## config.mk

```make
export PLATFORM = sky130hd
export DESIGN_NAME = i2c_master_byte_engine
export DESIGN_NICKNAME = d
export VERILOG_FILES = /design/src/i2cm_pkg.sv /design/src/i2cm_step.sv /design/src/i2cm_out_stage.sv /design/src/i2c_master_byte_engine.sv
export SDC_FILE = /design/constraint.sdc
export NUM_CORES = 1
export LEC_CHECK = 0
export ABC_AREA = 0
export ABC_CLOCK_PERIOD_IN_PS = 5200
export BUFFER_PORTS_ARGS = -buffer_cell sky130_fd_sc_hd__buf_4
export CORE_ASPECT_RATIO = 1.4
export CORE_UTILIZATION = 54
export DETAILED_ROUTE_END_ITERATION = 10
export GPL_ROUTABILITY_DRIVEN = 0
export PLACE_DENSITY = 0.8
export SLEW_MARGIN = 5
export SYNTH_ARGS = -nofsm -noshare
export SYNTH_HDL_FRONTEND = slang
export SYNTH_HIERARCHICAL = 1
export SYNTH_SLANG_ARGS = --single-unit
```

## constraint.sdc

```tcl
create_clock -name i_clk -period 5.2 [get_ports i_clk]
set_input_delay 0.52 -clock i_clk [delete_from_list [all_inputs] [get_ports i_clk]]
set_output_delay 0.52 -clock i_clk [all_outputs]
set_load 0.005 [all_outputs]
```

## src/i2cm_pkg.sv

```systemverilog
package i2cm_pkg;

    // bus command codes carried in the func field
    localparam logic [2:0] CMD_IDLE      = 3'd0;
    localparam logic [2:0] CMD_START     = 3'd1;
    localparam logic [2:0] CMD_WRITE     = 3'd2;
    localparam logic [2:0] CMD_READ_ACK  = 3'd3;
    localparam logic [2:0] CMD_READ_NACK = 3'd4;
    localparam logic [2:0] CMD_STOP      = 3'd5;

    // phase numbers inside the byte sequences
    localparam int          PHASE_W          = 5;
    localparam logic [4:0]  PH_LAST_START    = 5'd2;
    localparam logic [4:0]  PH_WR_ACK_DRIVE  = 5'd16;
    localparam logic [4:0]  PH_WR_ACK_SAMPLE = 5'd17;
    localparam logic [4:0]  PH_WR_LAST       = 5'd18;
    localparam logic [4:0]  PH_RD_LAST_BIT   = 5'd16;
    localparam logic [4:0]  PH_RD_ACK_DRIVE  = 5'd17;
    localparam logic [4:0]  PH_RD_ACK_HIGH   = 5'd18;
    localparam logic [4:0]  PH_RD_LAST       = 5'd19;

    // configuration
    localparam logic [7:0] PHASE_TICKS_RST = 8'd5;
    localparam int         APB_AW          = 3;
    localparam int         APB_DW          = 32;

    // stream widths
    localparam int IN_DW  = 16;
    localparam int OUT_DW = 16;

    // engine state
    typedef struct packed {
        logic [7:0]         tick;
        logic [PHASE_W-1:0] phase;
        logic [7:0]         shift;
        logic [2:0]         cmd;
        logic               scl;
        logic               sda;
        logic               nack;
        logic [7:0]         rx_hold;
    } t_state;

    // one result beat
    typedef struct packed {
        logic       nack;
        logic [7:0] rx_byte;
        logic       done_res;
        logic       busy_res;
        logic       sda_release;
        logic       scl_release;
    } t_result;

endpackage

```

## src/i2cm_step.sv

```systemverilog
module i2cm_step (
    input  i2cm_pkg::t_state  i_state,
    input  logic [7:0]        i_phase_ticks,
    input  logic [2:0]        i_func,
    input  logic [7:0]        i_tx_byte,
    input  logic              i_sda_sample,
    output i2cm_pkg::t_state  o_state,
    output i2cm_pkg::t_result o_result
);

    i2cm_pkg::t_state n_st;
    logic [7:0]       period;
    logic [7:0]       tick_inc;
    logic             fin;
    logic             adv;

    always_comb begin
        n_st     = i_state;
        fin      = 1'b0;
        adv      = 1'b0;
        period   = (i_phase_ticks == 8'd0) ? 8'd1 : i_phase_ticks;
        tick_inc = 8'd0;

        // launch a command when idle
        if (i_state.cmd == i2cm_pkg::CMD_IDLE &&
            i_func >= i2cm_pkg::CMD_START && i_func <= i2cm_pkg::CMD_STOP) begin
            n_st.cmd   = i_func;
            n_st.phase = '0;
            n_st.tick  = 8'd0;
            n_st.shift = (i_func == i2cm_pkg::CMD_WRITE) ? i_tx_byte : 8'd0;
        end

        if (n_st.cmd != i2cm_pkg::CMD_IDLE) begin
            // pin levels for the current phase
            unique case (n_st.cmd) inside
                i2cm_pkg::CMD_START: begin
                    if (n_st.phase == 5'd0) n_st.sda = 1'b1;
                    else if (n_st.phase == 5'd1) n_st.scl = 1'b1;
                    else n_st.sda = 1'b0;
                end
                i2cm_pkg::CMD_STOP: begin
                    if (n_st.phase == 5'd0) begin
                        n_st.scl = 1'b0;
                        n_st.sda = 1'b0;
                    end else if (n_st.phase == 5'd1) n_st.scl = 1'b1;
                    else n_st.sda = 1'b1;
                end
                i2cm_pkg::CMD_WRITE: begin
                    if (n_st.phase < i2cm_pkg::PH_WR_ACK_DRIVE) begin
                        if (!n_st.phase[0]) begin
                            n_st.scl = 1'b0;
                            n_st.sda = n_st.shift[7];
                        end else n_st.scl = 1'b1;
                    end else if (n_st.phase == i2cm_pkg::PH_WR_ACK_DRIVE) begin
                        n_st.scl = 1'b0;
                        n_st.sda = 1'b1;
                    end else if (n_st.phase == i2cm_pkg::PH_WR_ACK_SAMPLE) n_st.scl = 1'b1;
                    else n_st.scl = 1'b0;
                end
                i2cm_pkg::CMD_READ_ACK, i2cm_pkg::CMD_READ_NACK: begin
                    if (n_st.phase == 5'd0) begin
                        n_st.scl = 1'b0;
                        n_st.sda = 1'b1;
                    end else if (n_st.phase <= i2cm_pkg::PH_RD_LAST_BIT) begin
                        n_st.scl = n_st.phase[0];
                    end else if (n_st.phase == i2cm_pkg::PH_RD_ACK_DRIVE) begin
                        n_st.scl = 1'b0;
                        n_st.sda = (n_st.cmd == i2cm_pkg::CMD_READ_NACK);
                    end else if (n_st.phase == i2cm_pkg::PH_RD_ACK_HIGH) n_st.scl = 1'b1;
                    else n_st.scl = 1'b0;
                end
                default: ;
            endcase

            // phase timer
            tick_inc = n_st.tick + 8'd1;
            if (tick_inc >= period) begin
                n_st.tick = 8'd0;
                // end of phase actions
                unique case (n_st.cmd) inside
                    i2cm_pkg::CMD_START, i2cm_pkg::CMD_STOP: begin
                        if (n_st.phase >= i2cm_pkg::PH_LAST_START) fin = 1'b1;
                        else adv = 1'b1;
                    end
                    i2cm_pkg::CMD_WRITE: begin
                        if (n_st.phase < i2cm_pkg::PH_WR_ACK_DRIVE && n_st.phase[0]) begin
                            n_st.shift = {n_st.shift[6:0], 1'b0};
                            adv        = 1'b1;
                        end else if (n_st.phase == i2cm_pkg::PH_WR_ACK_SAMPLE) begin
                            if (i_sda_sample) begin
                                // no acknowledge: chain into a stop
                                n_st.nack  = 1'b1;
                                n_st.cmd   = i2cm_pkg::CMD_STOP;
                                n_st.phase = '0;
                            end else begin
                                n_st.nack = 1'b0;
                                adv       = 1'b1;
                            end
                        end else if (n_st.phase >= i2cm_pkg::PH_WR_LAST) fin = 1'b1;
                        else adv = 1'b1;
                    end
                    i2cm_pkg::CMD_READ_ACK, i2cm_pkg::CMD_READ_NACK: begin
                        if (n_st.phase >= 5'd1 && n_st.phase <= i2cm_pkg::PH_RD_LAST_BIT &&
                            n_st.phase[0]) begin
                            n_st.shift = {n_st.shift[6:0], i_sda_sample};
                            adv        = 1'b1;
                        end else if (n_st.phase >= i2cm_pkg::PH_RD_LAST) begin
                            n_st.rx_hold = n_st.shift;
                            fin          = 1'b1;
                        end else adv = 1'b1;
                    end
                    default: fin = 1'b1;
                endcase
            end else begin
                n_st.tick = tick_inc;
            end
        end

        if (fin) begin
            n_st.cmd   = i2cm_pkg::CMD_IDLE;
            n_st.phase = '0;
        end else if (adv) begin
            n_st.phase = n_st.phase + 5'd1;
        end
    end

    // result fields
    always_comb begin
        o_state              = n_st;
        o_result.scl_release = n_st.scl;
        o_result.sda_release = n_st.sda;
        o_result.busy_res    = (n_st.cmd != i2cm_pkg::CMD_IDLE);
        o_result.done_res    = fin;
        o_result.rx_byte     = n_st.rx_hold;
        o_result.nack        = n_st.nack;
    end

endmodule

```

## src/i2cm_out_stage.sv

```systemverilog
module i2cm_out_stage (
    input  logic                           i_clk,
    input  logic                           i_rst_n,
    input  logic                           i_load,
    input  i2cm_pkg::t_result              i_result,
    output logic                           o_space,
    output logic                           m_tvalid,
    input  logic                           m_tready,
    output logic [i2cm_pkg::OUT_DW-1:0]    m_tdata
);

    logic              r_valid;
    i2cm_pkg::t_result r_result;

    // room for a new beat when empty or the held beat leaves now
    assign o_space = !r_valid || m_tready;

    always_ff @(posedge i_clk) begin
        if (!i_rst_n) begin
            r_valid <= 1'b0;
        end else if (i_load) begin
            r_valid <= 1'b1;
        end else if (m_tready) begin
            r_valid <= 1'b0;
        end
    end

    always_ff @(posedge i_clk) begin
        if (i_load) begin
            r_result <= i_result;
        end
    end

    assign m_tvalid = r_valid;
    assign m_tdata  = {{(i2cm_pkg::OUT_DW - $bits(i2cm_pkg::t_result)){1'b0}}, r_result};

endmodule

```

## src/i2c_master_byte_engine.sv

```systemverilog
// I2C master byte engine. Every accepted input beat is one bus tick and yields exactly one
// output beat carrying the SCL/SDA release levels, busy, done, the last received byte and the
// nack flag. A beat is taken every clock while the output register can drain, so the engine
// runs at one tick per cycle; an output beat appears in the cycle after its input beat, from
// the result register. Commands (start, write, read with ack or nack, stop) are ignored while
// a command is running; each pin phase lasts phase_ticks ticks (zero acts as one). A write
// that sees no acknowledge sets nack and issues a stop on its own, raising done when the stop
// ends. phase_ticks lives at APB byte address 0 and should only be changed while idle.
module i2c_master_byte_engine (
    input  logic                         i_clk,
    input  logic                         i_rst_n,
    // apb configuration
    input  logic                         psel,
    input  logic                         penable,
    input  logic                         pwrite,
    input  logic [i2cm_pkg::APB_AW-1:0]  paddr,
    input  logic [i2cm_pkg::APB_DW-1:0]  pwdata,
    output logic [i2cm_pkg::APB_DW-1:0]  prdata,
    output logic                         pready,
    // input beats
    input  logic                         s_tvalid,
    output logic                         s_tready,
    input  logic [i2cm_pkg::IN_DW-1:0]   s_tdata,  // func[2:0], tx_byte[10:3], sda_sample[11]
    // output beats
    output logic                         m_tvalid,
    input  logic                         m_tready,
    output logic [i2cm_pkg::OUT_DW-1:0]  m_tdata   // scl_release[0], sda_release[1],
                                                   // busy_res[2], done_res[3],
                                                   // rx_byte[11:4], nack[12]
);

    logic [7:0]        r_phase_ticks;
    i2cm_pkg::t_state  r_state;
    i2cm_pkg::t_state  n_state;
    i2cm_pkg::t_result step_result;
    logic              out_space;
    logic              in_beat;

    // apb register
    assign pready = 1'b1;
    assign prdata = (paddr[2] == 1'b0) ? {24'd0, r_phase_ticks} : '0;

    always_ff @(posedge i_clk) begin
        if (!i_rst_n) begin
            r_phase_ticks <= i2cm_pkg::PHASE_TICKS_RST;
        end else if (psel && penable && pwrite && paddr[2] == 1'b0) begin
            r_phase_ticks <= pwdata[7:0];
        end
    end

    // input handshake
    assign s_tready = out_space;
    assign in_beat  = s_tvalid && s_tready;

    i2cm_step u_step (
        .i_state       (r_state),
        .i_phase_ticks (r_phase_ticks),
        .i_func        (s_tdata[2:0]),
        .i_tx_byte     (s_tdata[10:3]),
        .i_sda_sample  (s_tdata[11]),
        .o_state       (n_state),
        .o_result      (step_result)
    );

    // engine state advances once per input beat
    always_ff @(posedge i_clk) begin
        if (!i_rst_n) begin
            r_state.tick    <= 8'd0;
            r_state.phase   <= '0;
            r_state.shift   <= 8'd0;
            r_state.cmd     <= i2cm_pkg::CMD_IDLE;
            r_state.scl     <= 1'b1;
            r_state.sda     <= 1'b1;
            r_state.nack    <= 1'b0;
            r_state.rx_hold <= 8'd0;
        end else if (in_beat) begin
            r_state <= n_state;
        end
    end

    i2cm_out_stage u_out (
        .i_clk    (i_clk),
        .i_rst_n  (i_rst_n),
        .i_load   (in_beat),
        .i_result (step_result),
        .o_space  (out_space),
        .m_tvalid (m_tvalid),
        .m_tready (m_tready),
        .m_tdata  (m_tdata)
    );

`ifndef NO_ASSERTIONS
    // a finished command never reports busy in the same beat
    a_done_not_busy: assert property (@(posedge i_clk) disable iff (!i_rst_n)
        m_tvalid |-> !(m_tdata[3] && m_tdata[2]))
        else $error("done and busy raised together");

    // idle engine holds phase and timer at zero
    a_idle_clear: assert property (@(posedge i_clk) disable iff (!i_rst_n)
        r_state.cmd == i2cm_pkg::CMD_IDLE |-> (r_state.phase == '0 && r_state.tick == 8'd0))
        else $error("idle engine with running phase");

    // phase never runs past the longest sequence
    a_phase_range: assert property (@(posedge i_clk) disable iff (!i_rst_n)
        r_state.phase <= i2cm_pkg::PH_RD_LAST)
        else $error("phase index out of range");

    // an input beat always lands in the output register
    a_beat_lands: assert property (@(posedge i_clk) disable iff (!i_rst_n)
        in_beat |=> m_tvalid)
        else $error("result beat lost");
`endif

endmodule
```

* After elaboration in Yosys (flattened, before gate mapping) *
Index checks and enable logic that the tools add are counted.

operators by class
  shift operators = 0
  bitwise operators = 1
  equality and inequality tests = 10
  order comparisons = 9
  mux-type cells = 69
  divide/modulo/power cells = 0
  multipliers = 0
  reduce and logical (&&, ||, !) cells = 19
  $add $sub $neg = 2

operators by type and width
  kind                                                                    number
  8-bit two-way mux                                                       9
  1-bit two-way mux                                                       38
  35-bit two-way mux                                                      1
  5-bit two-way mux                                                       6
  24-bit two-way mux                                                      1
  16-bit two-way mux                                                      1
  8-bit one-hot mux with 2 select lines                                   1
  5-bit == test (second input constant)                                   3
  3-bit two-way mux                                                       5
  5-bit >= comparator (second input constant)                             2
  3-bit by 2-bit == test with 1-bit output (second input constant)        3
  1-bit logical AND                                                       9
  9-bit two-way mux                                                       1
  8-bit by 1-bit adder with 8-bit output (second input constant)          1
  8-bit >= comparator                                                     1
  8-bit zero test                                                         1
  2-bit one-hot mux with 4 select lines                                   1
  3-bit == test (second input constant)                                   2
  2-bit two-way mux                                                       3
  1-bit one-hot mux with 3 select lines                                   2
  3-bit nonzero test                                                      2
  5-bit by 1-bit adder with 5-bit output (second input constant)          1
  5-bit by 1-bit == test with 1-bit output (second input constant)        1
  5-bit by 1-bit >= comparator with 1-bit output (second input constant)  1
  other kinds (13)                                                        14

storage, ports and cells
  latch bits = 0
  register bits after elaboration = 57
  ROM bits = 0
  memories kept = 0
  RAM bits = 0
  output and inout bits = 51

* Depth between registers and ports, before layout *
  word-level depth = 14
  depth in mapped cells = 23
  mapped depth without buffers = 19

* Hierarchy *
The synthesis kept the hierarchy.

modules (own cells, without submodules)
  module                  area an instance (um2)  instances  cells an instance
  i2c_master_byte_engine  2144.6                  1          229
  i2cm_step               1675.4                  1          252
  i2cm_out_stage          465.4                   1          21

* Worst setup path after synthesis *
Ideal clock, no wire load.

  kind = input-to-reg
  from = input s_tdata[1] (netlist name)
  to = register r_state[14] (netlist name)
  required time = 5.085 ns
  stages = 20
  buffers on the path = 4
  slack = 0.735 ns
  arrival = 4.350 ns
  library setup time = 0.115 ns
  cells stage by stage = buf_6 or3_1 buf_6 nand3_2 buf_6 clkbuf_1 and2_1 ha_1 nand3_1 nor2_1 xnor2_1 nor2_1 ha_1 nand4_1 o31ai_1 nor4b_1 o21ai_2 a32o_1 and3_1 o21a_1

RTL lines
  element               RTL line                      source
  from (decl)           i2c_master_byte_engine.sv:23  input logic [i2cm_pkg::IN_DW-1:0] s_tdata,
  to (signal assigned)  i2c_master_byte_engine.sv:77  r_state <= n_state;
  to (decl)             i2c_master_byte_engine.sv:33  i2cm_pkg::t_state r_state;

==> impl_metrics.yaml <==
power_and_ir_drop:
  leakagePower_nw: 1.98
  ir_drop_v: 0.000142
  powerDensity_mw_per_mm2: 231
cells_and_area:
  final_nets: 584
  antenna_cells: 0
  n_fill_cell: 691
  fin_cells: 621
  syn_to_final_growth_pct: 6.74
  drive_gt1_share_pct: 18.4
yosys:
  ys_types: 73
  synth_largest_area_cell: "dfxtp_1"
  yosysSeqAreaShare_pct: 29.7
  syn_inst: 502
  synth-seq-cells: 57
  synth_area_leaders: "dfxtp_1 21%, edfxtp_1 9.1%, buf_4 7.0%"
  async_reset_ff_share_pct: 0
  synth_edf_count: 13
  synth_common_cells: "44 x and3_1, 44 x dfxtp_1, 44 x nand2_1"
  syn_avg_cell_area_um2: 8.54
  ys.flop_type: "dfxtp_1"
  netlist.area_leader.share_pct: 20.6
  synth_area_mm2: 0.00429
  ys_warn_count: 6
critical_path:
  cp_data_required_time_ns: 5.51
  cp_top_family: "simple AND/OR/NAND/NOR gates"
  crit_buf_inv: 0
  critPathArrivalTime_ns: 5.03
  crit_start: "r_state[12]$_SDFFE_PN0P_"
  cp_cell_sequence: "a21oi_2 -> nand3_2 -> and2_1 -> ha_1 -> nand3_1 -> nor2_1 -> xnor2_1 -> nor2_1 -> ha_1 -> nand4_1 -> o31ai_1 -> nand4_1 -> o21ai_0 -> and3_1 -> o21a_1"
  regToRegStartpoint: "r_state[12]$_SDFFE_PN0P_"
  cp_max_fo: 16
  cp-end-kind: "flip-flop"
  cpPeakStageDelay_ns: 0.71
  crit_type: "flip-flop to flip-flop"
  startpoint_type: "flip-flop"
  crit_path_top_delay_cell: "nand4_1"
timing:
  fmax_mhz: 212
  min_period_over_period_pct: 90.9
  worstMarginPinSlew_ns: 0.784
  fin_crit_ns: 4.72
  maxSlewHeadroom_pct: 47.3
  hold_violations: 0
  rsz0062_at_grt: "false"
  final-max-slew-violation-count: 0
  fin_skew_ns: 0.00862
  fin_setup_tns_ns: 0
  setup_viol: 0
floorplanning:
  dieArea_mm2: 0.00830
  row_count: 38
  start_util_pct: 55.6
  die_w_um: 77.3
  dieHeight_um: 107
  ios: 109
  core_area_mm2: 0.00770
detailed_routing:
  via_per_inst: 5.90
  drc: 0
  drt_iter0_drc: 343
  routedWlPerCell_um: 14.6
  ant_nets: 0
  totalWireLength_um: 9090
  vias: 3663
  drt_pass1_iterations: 5
placed_design:
  place_inst: 605
  portBuffers: 50
  post-dp-hpwl_um: 6200
global_route:
  overflow: 0
  grt_pass1_vias: 3370
  grt_pass1_wl_um: 15200
  antenna_found_initial: 0
  gr-usage-all-layers_pct: 23.0
  grt_max_degree: 72
cts:
  cts.sinks: 57
  clock_latency_ns: 0.36
  cts_hold_buffers: 0
  path_clk_slew_ns: 0.07
  htree_levels: 3
  root_buffer: "clkbuf_8"
  cts_resized: 0
  clock_path_buffers: 2
  cts_tree: "built"
  cts-buffers-inserted: 9
  post_cts_buffers: 0
flow_run:
  drv_cap: 0
min_path:
  hold_class: "primary input to flip-flop"
  hp-start: "pwdata[1]"
status:
  status: "finished clean"
==> routing by layer <==
metal  global-route usage (%)  wire length (um)
met5                        0                 0
met4                     10.9               258
met3                     5.76               499
met2                     39.6              4510
met1                     26.6              3820
==> cell families (layout without fill, tap and decap cells) <==
kind of cell / count (synthesis) / in the layout / share of synthesized area, %
buffers and inverters: 91 / 85 / 13.3
adder cells (fa/ha/maj): 10 / 10 / 2.92
XOR/XNOR: 6 / 6 / 1.23
AO/OA/AOI/OAI: 152 / 152 / 26.3
multiplexers: 16 / 16 / 3.77
other: 3 / 28 / 0.263
flip-flops: 57 / 57 / 29.7
AND/OR/NAND/NOR: 167 / 167 / 22.5
==> metrics by stage <==
stage / power, W / hold slack [ns] / worst slack, ns / util [%] / area, um^2
floorplan: 0.000629 / 0.444 / 0.735 / - / 4380
global placement: 0.000655 / 0.455 / 0.398 / 57.0 / 4390
detailed placement: 0.000658 / 0.470 / 0.279 / 57.0 / 4390
CTS: 0.00107 / 0.399 / 0.614 / 59.4 / 4570
global route: 0.00110 / 0.438 / 0.171 / 59.4 / 4570
finish: 0.00106 / 0.411 / 0.475 / 59.4 / 4570
==> cells in the final DEF (no fill, tap or decap), types with 3 or more instances in the layout <==
cell type	Yosys	layout
conb_1	3	28
and2_1	4	4
dfxtp_1	44	44
ha_1	10	10
or3_1	4	4
o211ai_1	3	3
xor2_1	3	3
a31o_2	3	3
buf_4	40	52
mux2i_1	15	15
edfxtp_1	13	13
a21boi_0	32	32
nand3_1	10	10
nand4_1	6	6
clkbuf_8	0	9
o21a_1	35	35
a21oi_1	17	17
o31ai_1	4	4
a21o_1	3	3
nor2_1	16	16
nand2_1	44	44
nor3_1	4	4
o21ai_0	16	16
a31oi_1	6	6
inv_1	17	17
and3_1	44	44
a22o_1	4	4
xnor2_1	3	3
and2b_2	8	8
nor2b_1	7	7
==> power breakdown <==
group | leakage, nW | total [W] | switching [W] | internal [W]
Clock | 0.0933 | 0.000406 | 0.000185 | 0.000220
Sequential | 0.487 | 0.000478 | 0.0000116 | 0.000467
Combinational | 1.40 | 0.000173 | 0.000106 | 0.0000673
==> tightest hold or removal path: stages <==
cell and delay (ns):
buf_4 0.11, nand2_1 0.04, mux2i_1 0.05
==> flip-flops by register name (all words and copies together), names as in the netlist <==
name,count
u_out/m_tdata,13
r_phase_ticks,8
u_out/m_tvalid,1
r_state,35
==> area by class of cell <==
type,instances,area [um^2],area share (%)
sequential,57,1270,27.8
multi-input combinational,379,2540,55.4
inverter,17,63.8,1.39
timing repair buffer,52,390,8.53
tap,100,125,2.74
clock buffer,11,131,2.87
clock inverter,5,56.3,1.23
==> path summary, 6_finish.rpt <==
path | end | slack [ns] | cells after the start
setup reg to reg | r_state[1]$_SDFFE_PN0P_ | 0.48 | 15
setup / recovery | r_state[1]$_SDFFE_PN0P_ | 0.48 | 15
hold reg to reg | r_phase_ticks[1]$_SDFFE_PN0P_ | 0.47 | 2
hold / removal | r_phase_ticks[1]$_SDFFE_PN0P_ | 0.41 | 3
Note: power is estimated with default switching activity, not from simulation.
